[config.mk]
export PLATFORM = sky130hd
export DESIGN_NAME = display_event_frame_parser_unit
export DESIGN_NICKNAME = d
export VERILOG_FILES = /design/src/rtl/defp_pkg.sv /design/src/rtl/defp_in_stage.sv /design/src/rtl/defp_parser.sv /design/src/rtl/defp_out_stage.sv /design/src/rtl/display_event_frame_parser_unit.sv
export SDC_FILE = /design/constraint.sdc
export NUM_CORES = 1
export LEC_CHECK = 0
export BUFFER_PORTS_ARGS = -buffer_cell sky130_fd_sc_hd__buf_4
export CORE_MARGIN = 1
export CORE_UTILIZATION = 55
export CTS_BUF_LIST = sky130_fd_sc_hd__clkbuf_8
export DETAILED_ROUTE_END_ITERATION = 12
export GPL_ROUTABILITY_DRIVEN = 0
export PLACE_DENSITY = 0.86
export SYNTH_ARGS = -nofsm -noshare
export SYNTH_HDL_FRONTEND = slang
export SYNTH_SLANG_ARGS = --single-unit
export TNS_END_PERCENT = 50
[constraint.sdc]
create_clock -name i_clk -period 6.47 [get_ports i_clk]
set_clock_uncertainty 0.2 [all_clocks]
set_input_delay 0.647 -clock i_clk [delete_from_list [all_inputs] [get_ports i_clk]]
set_output_delay 0.647 -clock i_clk [all_outputs]
set_load 0.02 [all_outputs]
[src/rtl/defp_pkg.sv]
// Package for the display event frame parser.
// Holds the frame phase type, the event word type and fixed codes.
// No dependencies.
package defp_pkg;

    localparam int unsigned BYTE_W = 8;
    localparam int unsigned ID_W = 16;
    localparam int unsigned WORD_W = 32;
    localparam int unsigned CFG_INDEX_W = 1;

    localparam logic [BYTE_W-1:0] TRAILER_BYTE = 8'hFF;
    localparam logic [BYTE_W-1:0] TOUCH_START_RESET = 8'd101;
    localparam logic [BYTE_W-1:0] UPDATE_START_RESET = 8'd241;

    localparam logic [CFG_INDEX_W-1:0] CFG_TOUCH_START = 1'b0;
    localparam logic [CFG_INDEX_W-1:0] CFG_UPDATE_START = 1'b1;

    localparam logic EVENT_TOUCH = 1'b0;
    localparam logic EVENT_UPDATE = 1'b1;

    typedef enum logic [3:0] {
        PH_IDLE = 4'd0,
        PH_B1   = 4'd1,
        PH_B2   = 4'd2,
        PH_B3   = 4'd3,
        PH_B4   = 4'd4,
        PH_B5   = 4'd5,
        PH_B6   = 4'd6,
        PH_B7   = 4'd7,
        PH_B8   = 4'd8,
        PH_B9   = 4'd9,
        PH_B10  = 4'd10
    } t_phase;

    typedef struct packed {
        logic              event_kind;
        logic [ID_W-1:0]   component_id;
        logic [BYTE_W-1:0] action_code;
        logic [BYTE_W-1:0] arm_number;
        logic [BYTE_W-1:0] param_number;
        logic [WORD_W-1:0] param_word;
    } t_event;

endpackage

[src/rtl/defp_in_stage.sv]
// Input register for received bytes.
// Holds one word until the parser takes it. Uses defp_pkg.
module defp_in_stage (
    input  logic                         i_clk,
    input  logic                         i_rst_n,
    input  logic                         i_valid,
    output logic                         o_ready,
    input  logic [defp_pkg::BYTE_W-1:0]  i_data_byte,
    input  logic                         i_take,
    output logic                         o_valid,
    output logic [defp_pkg::BYTE_W-1:0]  o_data_byte
);

    logic                        r_valid;
    logic [defp_pkg::BYTE_W-1:0] r_byte;

    assign o_ready = !r_valid || i_take;
    assign o_valid = r_valid;
    assign o_data_byte = r_byte;

    always_ff @(posedge i_clk) begin
        if (!i_rst_n) begin
            r_valid <= 1'b0;
        end else if (i_valid && o_ready) begin
            r_valid <= 1'b1;
        end else if (i_take) begin
            r_valid <= 1'b0;
        end
    end

    always_ff @(posedge i_clk) begin
        if (i_valid && o_ready) begin
            r_byte <= i_data_byte;
        end
    end

endmodule

[src/rtl/defp_parser.sv]
// Frame state machine and field capture for touch and update frames.
// Decodes one byte per take and flags a finished event. Uses defp_pkg.
module defp_parser (
    input  logic                         i_clk,
    input  logic                         i_rst_n,
    input  logic                         i_take,
    input  logic [defp_pkg::BYTE_W-1:0]  i_data_byte,
    input  logic [defp_pkg::BYTE_W-1:0]  i_touch_start,
    input  logic [defp_pkg::BYTE_W-1:0]  i_update_start,
    output logic                         o_emit,
    output defp_pkg::t_event             o_event
);

    defp_pkg::t_phase            r_phase, n_phase;
    logic                        r_upd, n_upd;
    logic [defp_pkg::BYTE_W-1:0] r_id_high, n_id_high;
    logic [defp_pkg::BYTE_W-1:0] r_id_low, n_id_low;
    logic [defp_pkg::BYTE_W-1:0] r_action, n_action;
    logic [defp_pkg::BYTE_W-1:0] r_arm, n_arm;
    logic [defp_pkg::BYTE_W-1:0] r_param, n_param;
    logic [defp_pkg::WORD_W-1:0] r_value, n_value;

    always_comb begin
        n_phase   = r_phase;
        n_upd     = r_upd;
        n_id_high = r_id_high;
        n_id_low  = r_id_low;
        n_action  = r_action;
        n_arm     = r_arm;
        n_param   = r_param;
        n_value   = r_value;
        if (i_take) begin
            unique case (r_phase)
                defp_pkg::PH_IDLE: begin
                    if (i_data_byte == i_touch_start) begin
                        n_upd   = 1'b0;
                        n_phase = defp_pkg::PH_B1;
                    end else if (i_data_byte == i_update_start) begin
                        n_upd   = 1'b1;
                        n_phase = defp_pkg::PH_B1;
                    end
                end
                defp_pkg::PH_B1: begin
                    if (r_upd) n_arm = i_data_byte;
                    else n_id_high = i_data_byte;
                    n_phase = defp_pkg::PH_B2;
                end
                defp_pkg::PH_B2: begin
                    if (!r_upd) n_id_low = i_data_byte;
                    n_phase = defp_pkg::PH_B3;
                end
                defp_pkg::PH_B3: begin
                    if (!r_upd) n_action = i_data_byte;
                    n_phase = defp_pkg::PH_B4;
                end
                defp_pkg::PH_B4: begin
                    n_phase = r_upd ? defp_pkg::PH_B5 : defp_pkg::PH_IDLE;
                end
                defp_pkg::PH_B5: begin
                    n_param = i_data_byte;
                    n_phase = r_upd ? defp_pkg::PH_B6 : defp_pkg::PH_IDLE;
                end
                defp_pkg::PH_B6: begin
                    n_value = {24'd0, i_data_byte};
                    n_phase = r_upd ? defp_pkg::PH_B7 : defp_pkg::PH_IDLE;
                end
                defp_pkg::PH_B7: begin
                    n_value[15:8] = i_data_byte;
                    n_phase = r_upd ? defp_pkg::PH_B8 : defp_pkg::PH_IDLE;
                end
                defp_pkg::PH_B8: begin
                    n_value[23:16] = i_data_byte;
                    n_phase = r_upd ? defp_pkg::PH_B9 : defp_pkg::PH_IDLE;
                end
                defp_pkg::PH_B9: begin
                    n_value[31:24] = i_data_byte;
                    n_phase = r_upd ? defp_pkg::PH_B10 : defp_pkg::PH_IDLE;
                end
                default: begin
                    n_phase = defp_pkg::PH_IDLE;
                end
            endcase
        end
    end

    always_comb begin
        o_emit = 1'b0;
        o_event = '0;
        if (r_upd) begin
            o_event.event_kind   = defp_pkg::EVENT_UPDATE;
            o_event.arm_number   = r_arm;
            o_event.param_number = r_param;
            o_event.param_word   = r_value;
            o_emit = i_take && (r_phase == defp_pkg::PH_B10)
                     && (i_data_byte == defp_pkg::TRAILER_BYTE);
        end else begin
            o_event.event_kind   = defp_pkg::EVENT_TOUCH;
            o_event.component_id = {r_id_high, r_id_low};
            o_event.action_code  = r_action;
            o_emit = i_take && (r_phase == defp_pkg::PH_B4)
                     && (i_data_byte == defp_pkg::TRAILER_BYTE);
        end
    end

    always_ff @(posedge i_clk) begin
        if (!i_rst_n) begin
            r_phase <= defp_pkg::PH_IDLE;
            r_upd   <= 1'b0;
        end else begin
            r_phase <= n_phase;
            r_upd   <= n_upd;
        end
    end

    always_ff @(posedge i_clk) begin
        r_id_high <= n_id_high;
        r_id_low  <= n_id_low;
        r_action  <= n_action;
        r_arm     <= n_arm;
        r_param   <= n_param;
        r_value   <= n_value;
    end

endmodule

[src/rtl/defp_out_stage.sv]
// Result register for decoded events.
// Holds one event word while the receiver stalls. Uses defp_pkg.
module defp_out_stage (
    input  logic              i_clk,
    input  logic              i_rst_n,
    input  logic              i_load,
    input  defp_pkg::t_event  i_event,
    output logic              o_space,
    output logic              o_valid,
    input  logic              i_ready,
    output defp_pkg::t_event  o_event
);

    logic             r_valid;
    defp_pkg::t_event r_event;

    assign o_space = !r_valid || i_ready;
    assign o_valid = r_valid;
    assign o_event = r_event;

    always_ff @(posedge i_clk) begin
        if (!i_rst_n) begin
            r_valid <= 1'b0;
        end else if (i_load) begin
            r_valid <= 1'b1;
        end else if (i_ready) begin
            r_valid <= 1'b0;
        end
    end

    always_ff @(posedge i_clk) begin
        if (i_load) begin
            r_event <= i_event;
        end
    end

endmodule

[src/rtl/display_event_frame_parser_unit.sv]
// Display event frame parser, top level.
// Instantiates defp_in_stage, defp_parser and defp_out_stage; uses defp_pkg.
//
// Input channel: i_valid / o_ready with i_data_byte, one received serial byte
// per word. Output channel: o_valid / i_ready with the event fields; one word
// leaves for each touch or update frame closed by a 0xFF trailer byte.
// Frames with a bad trailer, and bytes outside a frame, give no word.
// Configuration: i_cfg_we writes i_cfg_data to the start code selected by
// i_cfg_index (0 touch, 1 update); write only while no word is in flight.
// Path: an accepted trailer byte waits in the input register; when the parser
// takes it, the event word is loaded into the result register.
// Throughput: one byte per cycle while the result register has space; the
// frame state update is the single step between the two registers.
// Reset: synchronous, active low; empties both registers, returns to idle
// and loads the start codes 101 and 241.
// Stall: while an event word is held and i_ready is low, the word holds and
// the parser takes no further byte; one byte waits in the input register,
// and o_ready drops once that register is full.
module display_event_frame_parser_unit (
    input  logic                            i_clk,
    input  logic                            i_rst_n,
    input  logic                            i_valid,
    output logic                            o_ready,
    input  logic [defp_pkg::BYTE_W-1:0]     i_data_byte,
    output logic                            o_valid,
    input  logic                            i_ready,
    output logic                            o_event_kind,
    output logic [defp_pkg::ID_W-1:0]       o_component_id,
    output logic [defp_pkg::BYTE_W-1:0]     o_action_code,
    output logic [defp_pkg::BYTE_W-1:0]     o_arm_number,
    output logic [defp_pkg::BYTE_W-1:0]     o_param_number,
    output logic [defp_pkg::WORD_W-1:0]     o_param_word,
    input  logic                            i_cfg_we,
    input  logic [defp_pkg::CFG_INDEX_W-1:0] i_cfg_index,
    input  logic [defp_pkg::BYTE_W-1:0]     i_cfg_data
);

    logic [defp_pkg::BYTE_W-1:0] r_touch_start;
    logic [defp_pkg::BYTE_W-1:0] r_update_start;
    logic                        in_valid;
    logic [defp_pkg::BYTE_W-1:0] in_byte;
    logic                        out_space;
    logic                        take;
    logic                        emit;
    defp_pkg::t_event            new_event;
    defp_pkg::t_event            out_event;

    assign take = in_valid && out_space;

    always_ff @(posedge i_clk) begin
        if (!i_rst_n) begin
            r_touch_start  <= defp_pkg::TOUCH_START_RESET;
            r_update_start <= defp_pkg::UPDATE_START_RESET;
        end else if (i_cfg_we) begin
            unique case (i_cfg_index)
                defp_pkg::CFG_TOUCH_START:  r_touch_start  <= i_cfg_data;
                defp_pkg::CFG_UPDATE_START: r_update_start <= i_cfg_data;
                default: ;
            endcase
        end
    end

    defp_in_stage u_in_stage (
        .i_clk       (i_clk),
        .i_rst_n     (i_rst_n),
        .i_valid     (i_valid),
        .o_ready     (o_ready),
        .i_data_byte (i_data_byte),
        .i_take      (take),
        .o_valid     (in_valid),
        .o_data_byte (in_byte)
    );

    defp_parser u_parser (
        .i_clk          (i_clk),
        .i_rst_n        (i_rst_n),
        .i_take         (take),
        .i_data_byte    (in_byte),
        .i_touch_start  (r_touch_start),
        .i_update_start (r_update_start),
        .o_emit         (emit),
        .o_event        (new_event)
    );

    defp_out_stage u_out_stage (
        .i_clk   (i_clk),
        .i_rst_n (i_rst_n),
        .i_load  (emit),
        .i_event (new_event),
        .o_space (out_space),
        .o_valid (o_valid),
        .i_ready (i_ready),
        .o_event (out_event)
    );

    assign o_event_kind   = out_event.event_kind;
    assign o_component_id = out_event.component_id;
    assign o_action_code  = out_event.action_code;
    assign o_arm_number   = out_event.arm_number;
    assign o_param_number = out_event.param_number;
    assign o_param_word   = out_event.param_word;

endmodule
==> qor.yml, run 1 <==
p_int_uw: 1610
clkPwrFrac_pct: 36.2
ys_seq_area_share_pct: 77.8
setup_viol_count_final: 0
die_area_mm2: 0.0122
viasPerCell: 5.35
p_sw_uw: 433
rows: 39
path_class: "register to register"
dpl.hpwl_um: 7240
post-route-min-period_ns: 3.41
drt_first_pass_iters: 5
postCtsHoldBufs: 0
r2r_slack_ns: 3.06
syn_area_mm2: 0.00649
power.leakage_uw: 0.00276
die_x_um: 111
final.setup.tns_ns: 0
whs_endpoint: "u_in_stage.o_data_byte[5]"
start_kind: "register"
clk_pin_slew_ns: 0.10
area_growth_pct: 19.2
dieHeight_um: 111
grt_overflow: 0
drive_gt1_share_pct: 25.3
fmax_mhz: 293
antenna_found_initial: 0
drt-initial-drc-count: 277
timing.rr.end: "u_out_stage.o_event[13]"
cts_buffer_depth: 2
min_period_over_period_pct: 52.8
cts_buffers: 17
total_power_uw: 2040
worst_skew_pair.late_latency_ns: 0.45
fin_util_pct: 67.5
r2r-start: "u_parser.r_upd"
worstPathRequired_ns: 6.35
vias: 3637
cts_setup_buffers: 0
netlist.area_leader.share_pct: 70.8
drt-total-wl_um: 10900
cts_root_buf: "clkbuf_8"
switching_share_pct: 21.2
drc: 0
pwr-share-seq_pct: 61.6
maxCapViolations: 0
synth_area_leader_cell: "edfxtp_1"
drv_slew: 0
synth_fp_nets: 448
ir_drop_uv: 135
initial_core_util_pct: 56.6
wire_per_inst_um: 16.1
postRouteAntennaNets: 0
grt_pass1_wl_um: 17400
ctsResizeCount: 0
cellPowerDensity_mw_per_mm2: 264
pwr-share-comb_pct: 2.2
hold-path-cell-count: 1
hp-class: "input pin to register"
cts.htree.levels: 4
ys_top_cells_by_area: "edfxtp_1 (71%), dfxtp_1 (7.1%), and2_1 (7.0%)"
cp_max_fo: 82
hold_viol_final: 0
cp-end-kind: "register"
synth.distinct_cells: 34
synth_cells: 426
status: "finished clean"
core_mm2: 0.0115
ff2ff_path_depth: 4
grt_max_degree: 83
track_usage_pct: 18.8
synth.avg_cell_area_um2: 15.2
yosysMostFrequentCell: "edfxtp_1"
clock-sinks: 176
antennaDiodeCount: 0
yosys_warnings: 0
synth_common_cells: "edfxtp_1 (153), and2_1 (73), nand2_1 (40)"
relSlewSlack_pct: 26.2
ys.flop_type: "edfxtp_1"
synth-edff-count: 153
hold_start: "i_data_byte[5]"
tightestPinTransition_ns: 1.11
cts_tree: "done"
grt_pass1_vias: 3578
ys_async_sr_fraction_pct: 0
io_buffers: 96
ios: 97
fin_nets: 546
rsz0062_at_grt: "no"
ys_ff_latch: 176
arrival_ns: 3.29
## cells by family after synthesis
| group | share of synthesized area, % |
|---|---|
| flops | 77.8 |
| buf+inv | 1.31 |
| compound gates | 2.22 |
| simple gates | 16.3 |
| xor+xnor | 2.29 |
## power groups by stage
stage / clock network, uW / registers [uW] / logic [uW]
after floorplan: 0 / 1270 / 28.2
after global placement: 0 / 1280 / 41.7
after detailed placement: 0 / 1280 / 44.3
after CTS: 753 / 1260 / 44.3
after global routing: 792 / 1260 / 49.3
final: 739 / 1260 / 44.4
## area by class of cell
type / count / area [um2]
clock buffer: 17 / 234
clock inverter: 15 / 159
fill: 742 / 3730
inverter: 2 / 7.51
multi-input combinational: 229 / 1370
sequential: 176 / 5060
tap: 143 / 179
timing repair buffer: 98 / 736
## layer usage
metal	vias to the layer above	GRT usage, %	wire (um)
li1	1708	-	-
met1	1783	22.3	4470
met2	126	31.6	5580
met5	-	0	0
met4	0	7.64	176
met3	20	6.01	701
## worst max-delay path by stage
stage,start,depth (start not counted),endpoint
detailed placement,u_parser.r_upd,4,u_out_stage.o_event[11]
floorplan,i_ready,4,u_out_stage.o_event[0]
CTS,u_parser.r_upd,4,u_out_stage.o_event[13]
global placement,u_parser.r_upd,4,u_out_stage.o_event[11]
global route,u_parser.r_upd,4,u_out_stage.o_event[13]
finish,u_parser.r_upd,4,u_out_stage.o_event[13]
## state kept, by name, summed over array words and instances, names as in the netlist
| signal | count |
|---|---|
| u_parser.r_param | 8 |
| r_update_start | 8 |
| u_in_stage.o_valid | 1 |
| u_parser.r_phase | 4 |
| u_parser.r_value | 32 |
| u_parser.r_id_high | 8 |
| u_parser.r_action | 8 |
| u_in_stage.o_data_byte | 8 |
| u_parser.r_id_low | 8 |
| r_touch_start | 8 |
| u_parser.r_upd | 1 |
| u_out_stage.o_valid | 1 |
| u_out_stage.o_event | 73 |
| u_parser.r_arm | 8 |
## critical path, cell delays in order (launching register included)
cell	delay (ns)
dfxtp_2	1.07
and4b_1	0.32
a21oi_1	0.07
nor4_4	0.77
buf_4	0.59
## placed cells by master, fill, tap and decap left out, types with 2 or more instances in the layout
cell	instances
edfxtp_1	153
nand3_1	12
nor2_1	14
inv_1	4
clkinv_4	2
clkinv_2	2
a21oi_1	10
nor3_1	5
inv_6	2
nand4_1	6
nand2b_1	2
clkbuf_8	17
nand2_1	40
nor2b_1	27
buf_4	98
and2_1	73
inv_4	2
inv_8	3
o21ai_0	3
xnor2_1	17
dfxtp_1	22
nor4b_2	2
bufinv_16	2
and2_2	3
## per-stage QoR
| stage | hold WS, ns | setup WS, ns | cells | instance area (um2) |
|---|---|---|---|---|
| 3_3_place_gp | 0.265 | 3.20 | 648 | 7350 |
| 2_1_floorplan | 0.206 | 0.614 | 426 | 6490 |
| 3_5_place_dp | 0.269 | 3.05 | 648 | 7350 |
| 5_1_grt | 0.133 | 2.74 | 680 | 7740 |
| 6_report | 0.171 | 3.06 | 680 | 7740 |
| 4_1_cts | 0.136 | 3.04 | 680 | 7740 |
(Power assumes the default switching activity.)
==> run 2, diff against run 1 <==
clock period = 3.2 ns   (was 6.47 ns; I/O delays follow)
==> qor.yml, run 2 (same netlist as run 1, synthesis figures left out) <==
rsz0062_at_grt: "no"  # unchanged
rows: 39  # unchanged
drt-total-wl_um: 11600  # was 10900 um
die_x_um: 111  # unchanged
area_growth_pct: 23.2  # was 19.2%
wire_per_inst_um: 16.4  # was 16.1 um
cp_max_fo: 9  # was 82
grt_pass1_vias: 3761  # was 3578
initial_core_util_pct: 56.6  # unchanged
drc: 0  # unchanged
post-route-min-period_ns: 2.29  # was 3.41 ns
hold_viol_final: 0  # unchanged
core_mm2: 0.0115  # unchanged
clkPwrFrac_pct: 34.5  # was 36.2%
drt-initial-drc-count: 378  # was 277
total_power_uw: 4070  # was 2040 uW
hp-class: "input pin to register"  # unchanged
vias: 3786  # was 3637
maxCapViolations: 0  # unchanged
relSlewSlack_pct: 39.9  # was 26.2%
path_class: "register to register"  # unchanged
io_buffers: 96  # unchanged
grt_overflow: 0  # unchanged
ir_drop_uv: 329  # was 135 uV
instances_no_fill: 710  # was 680
cp-end-kind: "register"  # unchanged
viasPerCell: 5.33  # was 5.35
postRouteAntennaNets: 0  # unchanged
cts.htree.levels: 4  # unchanged
clk_pin_slew_ns: 0.09  # was 0.10 ns
cts_root_buf: "clkbuf_8"  # unchanged
min_period_over_period_pct: 71.7  # was 52.8%
drt_first_pass_iters: 7  # was 5
most-common-layout-cells: "edfxtp_1 (153), buf_4 (106), and2_1 (73)"  # was edfxtp_1 (153), buf_4 (98), and2_1 (73)
p_sw_uw: 877  # was 433 uW
power.leakage_uw: 0.00286  # was 0.00276 uW
setup_viol_count_final: 0  # unchanged
dpl.hpwl_um: 7380  # was 7240 um
cts_tree: "done"  # unchanged
fin_util_pct: 69.8  # was 67.5%
ios: 97  # unchanged
tightestPinTransition_ns: 0.899  # was 1.11 ns
dieHeight_um: 111  # unchanged
arrival_ns: 2.17  # was 3.29 ns
grt_max_degree: 81  # was 83
cts_buffers: 17  # unchanged
worstPathRequired_ns: 3.08  # was 6.35 ns
track_usage_pct: 20.0  # was 18.8%
status: "finished clean"  # unchanged
die_area_mm2: 0.0122  # unchanged
largest_register_ffs: 73  # unchanged
layout_commonest_cell: "edfxtp_1"  # unchanged
antenna_found_initial: 0  # unchanged
cellPowerDensity_mw_per_mm2: 508  # was 264 mW/mm2
pwr-share-seq_pct: 61.9  # was 61.6%
grt_pass1_wl_um: 18500  # was 17400 um
drive_gt1_share_pct: 25.4  # was 25.3%
start_kind: "register"  # unchanged
worst_skew_pair.late_latency_ns: 0.44  # was 0.45 ns
drv_slew: 0  # unchanged
place_inst: 656  # was 648
clock-sinks: 176  # unchanged
fmax_mhz: 436  # was 293 MHz
switching_share_pct: 21.6  # was 21.2%
fin_nets: 576  # was 546
p_int_uw: 3190  # was 1610 uW
cts_buffer_depth: 2  # unchanged
pwr-share-comb_pct: 3.6  # was 2.2%
antennaDiodeCount: 0  # unchanged
ctsResizeCount: 0  # unchanged
## run 2: path summary, 6_finish.rpt
kind	from	to	slack [ns]	depth (start not counted)
worst max-delay path	u_parser.r_phase[0]	u_parser.r_value[24]	0.91	4
worst min register to register	r_touch_start[7]	r_touch_start[7]	0.28	2
worst min-delay path	i_ready	u_out_stage.o_valid	0.04	3
worst max register to register	u_parser.r_phase[0]	u_parser.r_value[24]	0.91	4
## run 2: metrics by stage
| stage | hold slack (ns) | TNS (ns) | setup slack (ns) | cell area [um2] |
|---|---|---|---|---|
| 4_1_cts | 0.0134 | 0 | 0.934 | 8000 |
| 6_report | 0.0384 | 0 | 0.907 | 8000 |
| 3_5_place_dp | 0.272 | 0 | 0.927 | 7410 |
| 2_1_floorplan | 0.206 | -43.51 | -0.591 | 6500 |
| 3_3_place_gp | 0.258 | 0 | 0.952 | 7410 |
| 5_1_grt | 0.0339 | 0 | 0.744 | 8000 |
## run 2: layout make-up
class / instances / area [um2]
Tap cell: 143 / 179
Timing Repair Buffer: 128 / 1020
Sequential cell: 176 / 5060
Fill cell: 747 / 3460
Clock buffer: 17 / 234
Multi-Input combinational cell: 229 / 1370
Inverter: 2 / 7.51
Clock inverter: 15 / 141
## run 2: power by group through the flow
stage | registers, uW | logic, uW | clock network (uW)
final | 2520 | 147 | 1400
after global routing | 2520 | 159 | 1520
after detailed placement | 2570 | 122 | 0
after CTS | 2520 | 144 | 1420
after global placement | 2570 | 116 | 0
after floorplan | 2570 | 57.7 | 0
## run 2: worst max-delay path: stages, from the launching register on
cell and delay, ns:
dfxtp_1 0.53, inv_1 0.25, nor2_1 0.39, nor2_1 0.09, nor2_1 0.47
## run 2: per-layer routing
| metal | vias to the layer above | global-route usage, % | part of all wire, % |
|---|---|---|---|
| li1 | 1767 | - | - |
| met2 | 169 | 35.2 | 53 |
| met5 | - | 0 | 0 |
| met3 | 28 | 5.47 | 6.6 |
| met1 | 1822 | 23.0 | 38 |
| met4 | 0 | 8.44 | 2.1 |
## run 2: timing repair
| item | CTS | global route |
|---|---|---|
| hold endpoints to repair | 27 | 0 |
| hold buffers | 22 | 0 |
| setup buffers | 0 | 0 |
